`src/design/frm_pkg.sv`:
```
// ----------------------------------------------------------------------------
// frm_pkg: shared types and constants of the frame rate meter
// Field widths, register indexes, divider sizing and sequencer states.
// ----------------------------------------------------------------------------
package frm_pkg;

    localparam int STAMP_W   = 64;
    localparam int RATE_W    = 36;
    localparam int ALPHA_W   = 16;
    localparam int TICKS_W   = 24;
    localparam int COUNT_W   = 32;
    localparam int FRAC_W    = 16;
    localparam int NUM_W     = TICKS_W + FRAC_W;    // dividend width
    localparam int STEP_W    = $clog2(NUM_W);       // divider step counter
    localparam int PROD_W    = RATE_W + FRAC_W + 2; // signed blend product / accumulator
    localparam int CFG_IDX_W = 2;
    localparam int CFG_DAT_W = 24;

    localparam logic [RATE_W-1:0]    RATE_MAX    = {RATE_W{1'b1}};
    localparam logic [ALPHA_W-1:0]   ALPHA_RESET = ALPHA_W'(3277);
    localparam logic [TICKS_W-1:0]   TICKS_RESET = TICKS_W'(1000000);

    localparam logic [CFG_IDX_W-1:0] CFG_ALPHA   = CFG_IDX_W'(0);
    localparam logic [CFG_IDX_W-1:0] CFG_TICKS   = CFG_IDX_W'(1);

    typedef enum logic [2:0] {
        ST_IDLE,
        ST_DELTA,
        ST_DIV,
        ST_MUL,
        ST_ADD,
        ST_OUT
    } t_state;

    typedef struct packed {
        logic              done;
        logic [RATE_W-1:0] quo;
    } t_div_res;

endpackage

```
`src/design/frame_rate_ewma_meter.sv`:
```
// ----------------------------------------------------------------------------
// frame_rate_ewma_meter: frame rate meter with exponential smoothing
// Per frame event: instant rate ticks_per_second*65536/delta in Q20.16,
// smoothed rate (alpha*instant + (1-alpha)*smoothed) and a frame count.
// ----------------------------------------------------------------------------
//
//  channel  | direction | handshake                 | payload
//  ---------+-----------+---------------------------+-----------------------------
//  input    | in        | i_valid / o_stall         | i_timestamp
//  result   | out       | o_valid / i_stall         | o_smoothed_rate, o_instant_rate,
//           |           |                           | o_frames_seen
//  config   | in        | i_cfg_valid / o_cfg_ready | i_cfg_index, i_cfg_data
//
//  Divider: a regular frame runs through the restoring divider (one quotient
//  bit per cycle over a 40-bit dividend) between accept and result. A first
//  frame or a non-positive delta skips the divider.
//  Reset: synchronous, active low; clears stamp, rates and count, restores registers.
//  Stalls: o_stall is high while a frame is in work. The result register holds
//  one beat; a finished frame waits in ST_OUT until that register is free.
// ----------------------------------------------------------------------------
module frame_rate_ewma_meter (
    input  logic                          i_clk,
    input  logic                          i_rst_n,
    // input beats
    input  logic                          i_valid,
    output logic                          o_stall,
    input  logic [frm_pkg::STAMP_W-1:0]   i_timestamp,
    // result beats
    output logic                          o_valid,
    input  logic                          i_stall,
    output logic [frm_pkg::RATE_W-1:0]    o_smoothed_rate,
    output logic [frm_pkg::RATE_W-1:0]    o_instant_rate,
    output logic [frm_pkg::COUNT_W-1:0]   o_frames_seen,
    // register writes
    input  logic                          i_cfg_valid,
    output logic                          o_cfg_ready,
    input  logic [frm_pkg::CFG_IDX_W-1:0] i_cfg_index,
    input  logic [frm_pkg::CFG_DAT_W-1:0] i_cfg_data
);
    import frm_pkg::*;

    t_state r_state, n_state;

    // configuration
    logic [ALPHA_W-1:0]  r_alpha;
    logic [TICKS_W-1:0]  r_ticks;

    // meter state
    logic [STAMP_W-1:0]  r_last;
    logic [STAMP_W-1:0]  r_now;
    logic [RATE_W-1:0]   r_smooth;
    logic [RATE_W-1:0]   r_inst;
    logic [COUNT_W-1:0]  r_count;
    logic                r_first;
    logic signed [PROD_W-1:0] r_prod;

    // result register
    logic                r_out_valid;
    logic [RATE_W-1:0]   r_out_smooth;
    logic [RATE_W-1:0]   r_out_inst;
    logic [COUNT_W-1:0]  r_out_count;

    logic                w_accept;
    logic                w_out_free;
    logic [STAMP_W-1:0]  w_delta;
    logic                w_delta_pos;
    logic                w_div_start;
    logic                w_load_out;
    logic signed [RATE_W:0]   w_gap;
    logic signed [PROD_W-1:0] w_mul;
    logic signed [PROD_W-1:0] w_acc;
    t_div_res            w_div;

    assign w_accept    = i_valid && !o_stall;
    assign w_out_free  = !r_out_valid || !i_stall;
    assign w_delta     = r_now - r_last;
    assign w_delta_pos = (w_delta != '0) && !w_delta[STAMP_W-1];

    // EWMA as smooth + alpha*(instant - smooth); alpha zero-extended to signed
    assign w_gap = $signed({1'b0, r_inst}) - $signed({1'b0, r_smooth});
    assign w_mul = PROD_W'($signed({1'b0, r_alpha})) * PROD_W'(w_gap);
    assign w_acc = $signed({2'b00, r_smooth, {FRAC_W{1'b0}}}) + r_prod;

    frm_div u_div (
        .i_clk   (i_clk),
        .i_rst_n (i_rst_n),
        .i_start (w_div_start),
        .i_num   ({r_ticks, {FRAC_W{1'b0}}}),
        .i_den   (w_delta),
        .o_res   (w_div)
    );

    // sequencer
    always_ff @(posedge i_clk) begin
        if (!i_rst_n) begin
            r_state <= ST_IDLE;
        end else begin
            r_state <= n_state;
        end
    end

    always_comb begin
        n_state     = r_state;
        o_stall     = 1'b1;
        w_div_start = 1'b0;
        w_load_out  = 1'b0;
        case (r_state)
            ST_IDLE: begin
                o_stall = 1'b0;
                if (i_valid) begin
                    n_state = (r_last == '0) ? ST_OUT : ST_DELTA;
                end
            end
            ST_DELTA: begin
                w_div_start = w_delta_pos;
                n_state     = w_delta_pos ? ST_DIV : ST_MUL;
            end
            ST_DIV: begin
                if (w_div.done) begin
                    n_state = ST_MUL;
                end
            end
            ST_MUL: begin
                n_state = (r_smooth == '0) ? ST_OUT : ST_ADD;
            end
            ST_ADD: begin
                n_state = ST_OUT;
            end
            ST_OUT: begin
                if (w_out_free) begin
                    w_load_out = 1'b1;
                    n_state    = ST_IDLE;
                end
            end
            default: begin
                n_state = ST_IDLE;
            end
        endcase
    end

    // control state: config, stored stamp, rates, count, result valid
    always_ff @(posedge i_clk) begin
        if (!i_rst_n) begin
            r_alpha     <= ALPHA_RESET;
            r_ticks     <= TICKS_RESET;
            r_last      <= '0;
            r_smooth    <= '0;
            r_inst      <= '0;
            r_count     <= '0;
            r_first     <= 1'b0;
            r_out_valid <= 1'b0;
        end else begin
            if (i_cfg_valid && o_cfg_ready) begin
                case (i_cfg_index)
                    CFG_ALPHA: r_alpha <= i_cfg_data[ALPHA_W-1:0];
                    CFG_TICKS: r_ticks <= i_cfg_data[TICKS_W-1:0];
                    default:   ;
                endcase
            end

            if (w_accept) begin
                r_count <= r_count + 1'b1;
                r_first <= (r_last == '0);
                if (r_last == '0) begin
                    r_last <= i_timestamp;   // first frame only records time
                end
            end

            if (r_state == ST_DELTA) begin
                r_last <= r_now;
            end

            if (r_state == ST_DIV && w_div.done) begin
                r_inst <= w_div.quo;
            end

            // zero smoothed value reseeds from the instant rate
            if (r_state == ST_MUL && r_smooth == '0) begin
                r_smooth <= r_inst;
            end

            if (r_state == ST_ADD) begin
                r_smooth <= w_acc[RATE_W+FRAC_W-1:FRAC_W];
            end

            if (w_load_out) begin
                r_out_valid <= 1'b1;
            end else if (!i_stall) begin
                r_out_valid <= 1'b0;
            end
        end
    end

    // payload registers
    always_ff @(posedge i_clk) begin
        if (w_accept) begin
            r_now <= i_timestamp;
        end
        if (r_state == ST_MUL) begin
            r_prod <= w_mul;
        end
        if (w_load_out) begin
            r_out_smooth <= r_first ? '0 : r_smooth;
            r_out_inst   <= r_inst;
            r_out_count  <= r_count;
        end
    end

    assign o_cfg_ready     = 1'b1;
    assign o_valid         = r_out_valid;
    assign o_smoothed_rate = r_out_smooth;
    assign o_instant_rate  = r_out_inst;
    assign o_frames_seen   = r_out_count;

    a_busy_after_accept: assert property (@(posedge i_clk) disable iff (!i_rst_n)
        w_accept |=> o_stall)
        else $error("input accepted again before frame finished");

    a_div_done_in_div: assert property (@(posedge i_clk) disable iff (!i_rst_n)
        w_div.done |-> (r_state == ST_DIV))
        else $error("divider finished outside the division state");

    a_result_waits: assert property (@(posedge i_clk) disable iff (!i_rst_n)
        (r_state == ST_OUT && r_out_valid && i_stall) |=> (r_state == ST_OUT))
        else $error("finished frame left while result register was full");

    a_blend_nonzero: assert property (@(posedge i_clk) disable iff (!i_rst_n)
        (r_state == ST_ADD) |-> (r_smooth != '0))
        else $error("blend step entered with zero smoothed value");

endmodule

```
`src/design/frm_div.sv`:
```
// ----------------------------------------------------------------------------
// frm_div: iterative restoring divider
// One quotient bit per cycle, NUM_W quotient bits in all; quotient saturates at RATE_MAX.
// ----------------------------------------------------------------------------
module frm_div (
    input  logic                       i_clk,
    input  logic                       i_rst_n,
    input  logic                       i_start,
    input  logic [frm_pkg::NUM_W-1:0]  i_num,
    input  logic [frm_pkg::STAMP_W-1:0] i_den,
    output frm_pkg::t_div_res          o_res
);
    import frm_pkg::*;

    logic               r_busy;
    logic               r_done;
    logic [STEP_W-1:0]  r_step;
    logic [NUM_W-1:0]   r_rem;
    logic [NUM_W-1:0]   r_quo;
    logic [STAMP_W-1:0] r_den;

    logic [NUM_W:0]     w_shift;
    logic [NUM_W:0]     w_diff;
    logic               w_ge;

    // remainder stays below 2^NUM_W, so the shifted value has NUM_W+1 bits
    assign w_shift = {r_rem, r_quo[NUM_W-1]};
    assign w_ge    = {{(STAMP_W-NUM_W-1){1'b0}}, w_shift} >= r_den;
    assign w_diff  = w_shift - r_den[NUM_W:0];

    always_ff @(posedge i_clk) begin
        if (!i_rst_n) begin
            r_busy <= 1'b0;
            r_done <= 1'b0;
            r_step <= '0;
        end else begin
            r_done <= 1'b0;
            if (i_start) begin
                r_busy <= 1'b1;
                r_step <= '0;
            end else if (r_busy) begin
                r_step <= r_step + 1'b1;
                if (r_step == STEP_W'(NUM_W - 1)) begin
                    r_busy <= 1'b0;
                    r_done <= 1'b1;
                end
            end
        end
    end

    always_ff @(posedge i_clk) begin
        if (i_start) begin
            r_rem <= '0;
            r_quo <= i_num;
            r_den <= i_den;
        end else if (r_busy) begin
            r_rem <= w_ge ? w_diff[NUM_W-1:0] : w_shift[NUM_W-1:0];
            r_quo <= {r_quo[NUM_W-2:0], w_ge};
        end
    end

    assign o_res.done = r_done;
    assign o_res.quo  = (r_quo[NUM_W-1:RATE_W] != '0) ? RATE_MAX : r_quo[RATE_W-1:0];

    a_done_after_busy: assert property (@(posedge i_clk) disable iff (!i_rst_n)
        r_done |-> $past(r_busy))
        else $error("divider done without a running division");

    a_no_restart: assert property (@(posedge i_clk) disable iff (!i_rst_n)
        r_busy |-> !i_start)
        else $error("divider restarted while busy");

    a_rem_below_den: assert property (@(posedge i_clk) disable iff (!i_rst_n)
        r_busy |-> ({{(STAMP_W-NUM_W){1'b0}}, r_rem} < r_den))
        else $error("divider remainder not below divisor");

endmodule
```
`config.mk`:
```
export PLATFORM = sky130hd
export DESIGN_NAME = frame_rate_ewma_meter
export DESIGN_NICKNAME = d
export VERILOG_FILES = /design/src/design/frm_pkg.sv /design/src/design/frame_rate_ewma_meter.sv /design/src/design/frm_div.sv
export SDC_FILE = /design/constraint.sdc
export NUM_CORES = 2
export LEC_CHECK = 0
export BUFFER_PORTS_ARGS = -buffer_cell sky130_fd_sc_hd__buf_4
export CORE_MARGIN = 2
export CORE_UTILIZATION = 50
export CTS_CLUSTER_SIZE = 40
export DETAILED_ROUTE_END_ITERATION = 12
export GPL_ROUTABILITY_DRIVEN = 0
export GPL_TIMING_DRIVEN = 0
export PLACE_DENSITY = 0.74
export SYNTH_ARGS = -nofsm -noshare
export SYNTH_HDL_FRONTEND = slang
export SYNTH_SLANG_ARGS = --single-unit
```
`constraint.sdc`:
```
create_clock -name i_clk -period 9.3 [get_ports i_clk]
set_input_delay 1.86 -clock i_clk [delete_from_list [all_inputs] [get_ports i_clk]]
set_output_delay 1.86 -clock i_clk [all_outputs]
set_load 0.02 [all_outputs]
```
# After elaboration in Yosys (flattened, before gate mapping)
# Index checks and enable logic that the tools add are counted.
[word_totals]
reg_bits = 585
in_bits = 95
word_cells = 92
[op_classes]
n_addsub = 6
n_mul = 1
magnitude_cmp = 1
eq_ne = 11
n_mux = 26
n_bitwise = 2
reduce_logical = 24
[ops]
columns = ["cell", "n"]
rows = [
  ["2-to-1 mux 64 bit", 3],
  ["2-to-1 mux 40 bit", 3],
  ["2-to-1 mux 36 bit", 3],
  [">= comparator 41 x 64 -> 1 bit", 1],
  ["logical NOT 64 bit", 1],
  ["nonzero test 64 bit", 1],
  ["subtractor 64 bit", 1],
  ["adder 52 bit", 1],
  ["multiplier 17 x 37 -> 52 bit", 1],
  ["subtractor 40 bit", 1],
  ["subtractor 36 x 36 -> 37 bit", 1],
  ["logical NOT 36 bit", 1],
  ["adder 32 x 1 -> 32 bit, second input constant", 1],
  ["one-hot mux 3 bit (6 select lines)", 1],
  ["2-to-1 mux 1 bit", 12],
  ["2-to-1 mux 3 bit", 4],
  ["nonzero test 2 bit", 4],
  ["adder 6 x 1 -> 6 bit, second input constant", 1],
  ["equality test 3 x 2 -> 1 bit, second input constant", 2],
  ["equality test 3 bit, second input constant", 2],
  ["equality test 6 bit, second input constant", 1],
  ["AND reduction 2 bit", 3],
  ["logical AND 1 bit", 4],
  ["inequality test 2 x 1 -> 1 bit, second input constant", 2],
  ["other kinds (12)", 16],
]

# Logic depth before layout (Yosys ltp)
[depth]
depth_word = 5
mapped_depth = 39
mapped_depth_nobuf = 38

# Modules after synthesis
# A second synthesis with hierarchy kept.
[hier_totals]
hier_cells = 5616
area_unflattened_um2 = 50962.6
[modules_own_cells]
columns = ["mod", "n_inst", "cells_per_inst", "area_per_inst_um2", "seq_area_each_um2"]
rows = [
  ["frame_rate_ewma_meter", 1, 4776, 42474.5, 10390.0],
  ["frm_div", 1, 840, 8488.1, 4083.9],
]

# Worst setup path after synthesis
# OpenSTA, ideal clock, no wires.
[synth_timing]
kind = "in2reg"
from = "input i_valid"
to = "register r_count[31]"
setup_ns = 0.076
t_arrival_ns = 9.056
required_time_ns = 9.224
setup_slack_ns = 0.169
path_stages = 9
path_cell_list = "nand2_1 nor3_1 nand4_1 nor2_1 and3_1 and2_1 nand2b_1 or3_1 a21boi_0"
[synth_between]
elab_chain_len = 1
[synth_rtl]
columns = ["element", "line_no", "source"]
rows = [
  ["from (decl)", "frame_rate_ewma_meter.sv:25", "input logic i_valid,"],
  ["logical AND 1 bit", "frame_rate_ewma_meter.sv:74", "assign w_accept = i_valid && !o_stall;"],
  ["net w_accept", "frame_rate_ewma_meter.sv:63", "logic w_accept;"],
  ["to (signal assigned)", "frame_rate_ewma_meter.sv:162", "r_count <= r_count + 1'b1;"],
  ["to (decl)", "frame_rate_ewma_meter.sv:53", "logic [COUNT_W-1:0] r_count;"],
]
# The timed path passes the listed nets, and every way through them passes these cells.
# A chain may end at the register's enable or synchronous reset.

# Worst setup path in the final report
[layout_timing]
from = "register r_inst[0]"
to = "register r_prod[48] (data pin)"
[layout_between]
elab_chain_len = 2
[layout_rtl]
columns = ["element", "line_no", "source"]
rows = [
  ["from (decl)", "frame_rate_ewma_meter.sv:52", "logic [RATE_W-1:0] r_inst;"],
  ["from (signal assigned)", "frame_rate_ewma_meter.sv:174", "r_inst <= w_div.quo;"],
  ["subtractor 36 x 36 -> 37 bit", "frame_rate_ewma_meter.sv:80", "assign w_gap = $signed({1'b0, r_inst}) - $signed({1'b0, r_smooth});"],
  ["multiplier 17 x 37 -> 52 bit", "frame_rate_ewma_meter.sv:81", "assign w_mul = PROD_W'($signed({1'b0, r_alpha})) * PROD_W'(w_gap);"],
  ["net w_mul[48]", "frame_rate_ewma_meter.sv:70", "logic signed [PROD_W-1:0] w_mul;"],
  ["to (signal assigned)", "frame_rate_ewma_meter.sv:200", "r_prod <= w_mul;"],
  ["to (decl)", "frame_rate_ewma_meter.sv:55", "logic signed [PROD_W-1:0] r_prod;"],
]
# The timed path passes the listed nets, and every way through them passes these cells.

==> summary.txt <==
Synthesis
  – Post-synth EDFFs: 292
  – Synthesized netlist net count: 6569
  – Register area share after synthesis: 0.276
  – Post-synth top flop: edfxtp_1
  – Synth cell types: 93
  – Async set-reset flop share out of synthesis: 0
  – Mapped Cells: 5628
  – Synthesized area: 51900 um2
  – Yosys warns: 0
  – Largest cells by area after synthesis: fa_1, edfxtp_1, dfxtp_1
  – Syn_area_per_cell: 9.22 um2
  – Area share of the largest cell type after synthesis: 0.212
  – Most area-hungry cell type in the Yosys netlist: fa_1
  – FF+latch count, synth: 569

Detailed routing
  – DR iter-0 viols: 4592
  – DRC Markers: 0
  – DR vias: 43100
  – Detailed Route WL: 159000 um
  – Vias per cell: 5.82
  – Routed length per placed instance: 21.5 um
  – Pre-antenna DRT Iters: 10
  – DRT antenna net count: 0

GRT
  – GR Util met2: 0.455
  – Global route hottest layer: met2
  – Total gr overflow: 0
  – Maximum number of pins on one net before global-route repair: 74
  – Vias in the first global route: 42900
  – First-pass GRT wire length: 243000 um
  – M1 GR Usage: 0.384
  – Initial antenna violation count: 4
  – GR Util All Layers: 0.293
  – Grt met3 use: 0.0701

Setup path
  – CP Max Fanout: 4
  – Crit path launch type: register
  – Critical Path Max Stage Delay: 0.55 ns
  – Worst Setup EP: r_prod[48]$_DFFE_PP_
  – Type of destination of the critical path: register
  – Reg2reg end: r_prod[48]$_DFFE_PP_
  – Crit-path most repeated cell: fa_1
  – Cells on worst reg2reg path: 37
  – Worst endpoint data arrival time: 9.69 ns
  – Crit. Startpoint: r_inst[0]$_SDFFE_PN0P_
  – R2R setup slack: 0.0007 ns
  – R2R Path Start: r_inst[0]$_SDFFE_PN0P_
  – Crit-path slowest cell: fa_1
  – CP required: 9.69 ns
  – Kind of critical path: reg -> reg

Floorplan
  – DIE AREA: 106000 um2
  – Num ports: 202
  – Die W: 326 um
  – Num rows: 118
  – Die height: 326 um
  – Starting Density: 0.503
  – Area of the core: 103000 um2

Placement
  – Post-place setup slack: -1.92 ns
  – IO Port Bufs: 200
  – DP HPWL: 124000 um

Layout
  – Layout Area Growth over Synthesis: 14.2%
  – Share of cells above drive strength 1: 0.120
  – Final core utilization: 0.574
  – Diode count: 0
  – Final nets: 6919

Clock tree
  – CTS root buf: clkbuf_16
  – Clock sinks: 569
  – CTS tree: done
  – H-tree Lvls: 2
  – Hold-fix buffer count after cts: 0
  – TritonCTS Buffers: 57
  – Worst skew pair latency: 0.64 ns
  – Clk slew on worst S/H paths: 0.07 ns
  – Deepest clock path buffer count: 3

Min path
  – Hold path cells: 0
  – Hold path start: r_count[17]$_SDFFE_PN0P_
  – Hold crit path type: reg -> reg

Status
  – Violated checks: capacitance limit
  – Status: finished with violations

STA
  – Final Hold Viols: 0
  – Fin. max-slew vios: 0
  – Final setup TNS: 0 ns
  – Slew HR: 0.0133
  – Worst Skew: 0.0358 ns
  – Highest clock rate: 0.108 GHz
  – Min Hold Slack: 0.434 ns
  – Slew @ Worst Pin: 1.47 ns
  – Final min period: 9.30 ns
  – Final setup viols: 0
  – Final worst path period share: 1.00
  – Setup slack after layout: 0.000658 ns

Job
  – Max cap viols: 1
## final cells by class
class / instances / area [um2]
buffer: 277 / 1230
clock buffer: 73 / 1630
clock inverter: 33 / 424
fill: 8835 / 44000
inverter: 854 / 3210
multi-input combinational: 3925 / 34300
sequential: 569 / 14300
tap: 1380 / 1730
timing repair buffer: 294 / 2340
## flip-flops by register name, indices dropped and copies added (netlist names), 36 cells and up
name,count
r_prod,36
u_div.r_rem,40
o_smoothed_rate,36
u_div.r_den,64
r_smooth,36
u_div.r_quo,40
o_instant_rate,36
r_last,64
r_now,64
r_inst,36
## kinds of logic after synthesis
kind of cell,share of synthesized area
muxes,0.0203
and+or+nand+nor,0.161
buffers and inverters,0.0834
other,0.0000723
DFF,0.276
xor gates and xnor gates,0.0351
adders and majority gates,0.283
AOI/OAI and AO/OA,0.140
## critical path: cells and delay by family, from the launching register on
| family | cells | cell delay (ns) |
|---|---|---|
| compound gates | 16 | 3.33 |
| xor+xnor | 2 | 0.35 |
| fa+ha+maj | 9 | 3.86 |
| buf+inv | 7 | 0.68 |
| flops | 1 | 0.37 |
| simple gates | 3 | 0.46 |
## synth_stat cells, types with 28 or more instances
master	count
a211oi_2	30
a21boi_0	47
a21o_1	106
a21oi_1	249
and2_1	239
and3_1	28
clkbuf_1	251
dfxtp_1	277
edfxtp_1	292
fa_1	549
ha_1	297
inv_1	854
mux2i_1	103
nand2_1	733
nand2b_1	32
nand3_1	78
nand4_1	53
nor2_1	307
nor2b_1	72
nor3_1	70
nor4_1	57
o211a_1	67
o211ai_1	50
o21a_1	40
o21ai_0	128
o221a_2	37
xnor2_1	132
xor2_1	76
## what timing repair did
item | in CTS | in global routing
pin swaps | 40 | 120
gates resized for setup | 128 | 187
buffers inserted | 35 | 49
setup endpoints to repair | 34 | 20
## how the worst min path moves through the flow
stage / endpoint / slack [ns]
after floorplan: o_frames_seen[17]$_DFFE_PP_ / 0.41
after global placement: o_frames_seen[17]$_DFFE_PP_ / 0.42
after detailed placement: o_frames_seen[17]$_DFFE_PP_ / 0.42
after CTS: o_frames_seen[17]$_DFFE_PP_ / 0.44
after global routing: o_frames_seen[17]$_DFFE_PP_ / 0.45
final: o_frames_seen[17]$_DFFE_PP_ / 0.43
## layer usage
layer | wire length (um) | up-vias
met4 | 10500 | 4
met3 | 17100 | 571
met2 | 69700 | 2276
met5 | 21 | -
met1 | 62000 | 20900
li1 | - | 19400
## metrics by stage
| stage | std cells | cell area, um2 |
|---|---|---|
| floorplan | 5628 | 51900 |
| global placement | 7208 | 55100 |
| detailed placement | 7219 | 55300 |
| CTS | 7359 | 58200 |
| global route | 7405 | 59200 |
| finish | 7405 | 59200 |
## cells in the final DEF, fill, tap and decap left out, drive strengths merged, types with 13 or more instances in the layout
master and n:
a211o 13, a211oi 57, a21boi 50, a21o 106, a21oi 250, a311oi 15
a31oi 24, and2 240, and3 28, buf 336, clkbuf 308, clkinv 14
dfxtp 277, edfxtp 292, fa 549, ha 297, inv 857, mux2i 103
nand2 733, nand2b 32, nand3 78, nand4 54, nor2 307, nor2b 72
nor3 71, nor4 59, o2111ai 15, o211a 67, o211ai 50, o21a 40
o21ai 140, o21bai 27, o221a 37, o31ai 32, or3 18, xnor2 132
xor2 76
Power is left out: the tool's default activity adds up to more than one toggle a clock period on the data nets, which glitch-free logic cannot reach.
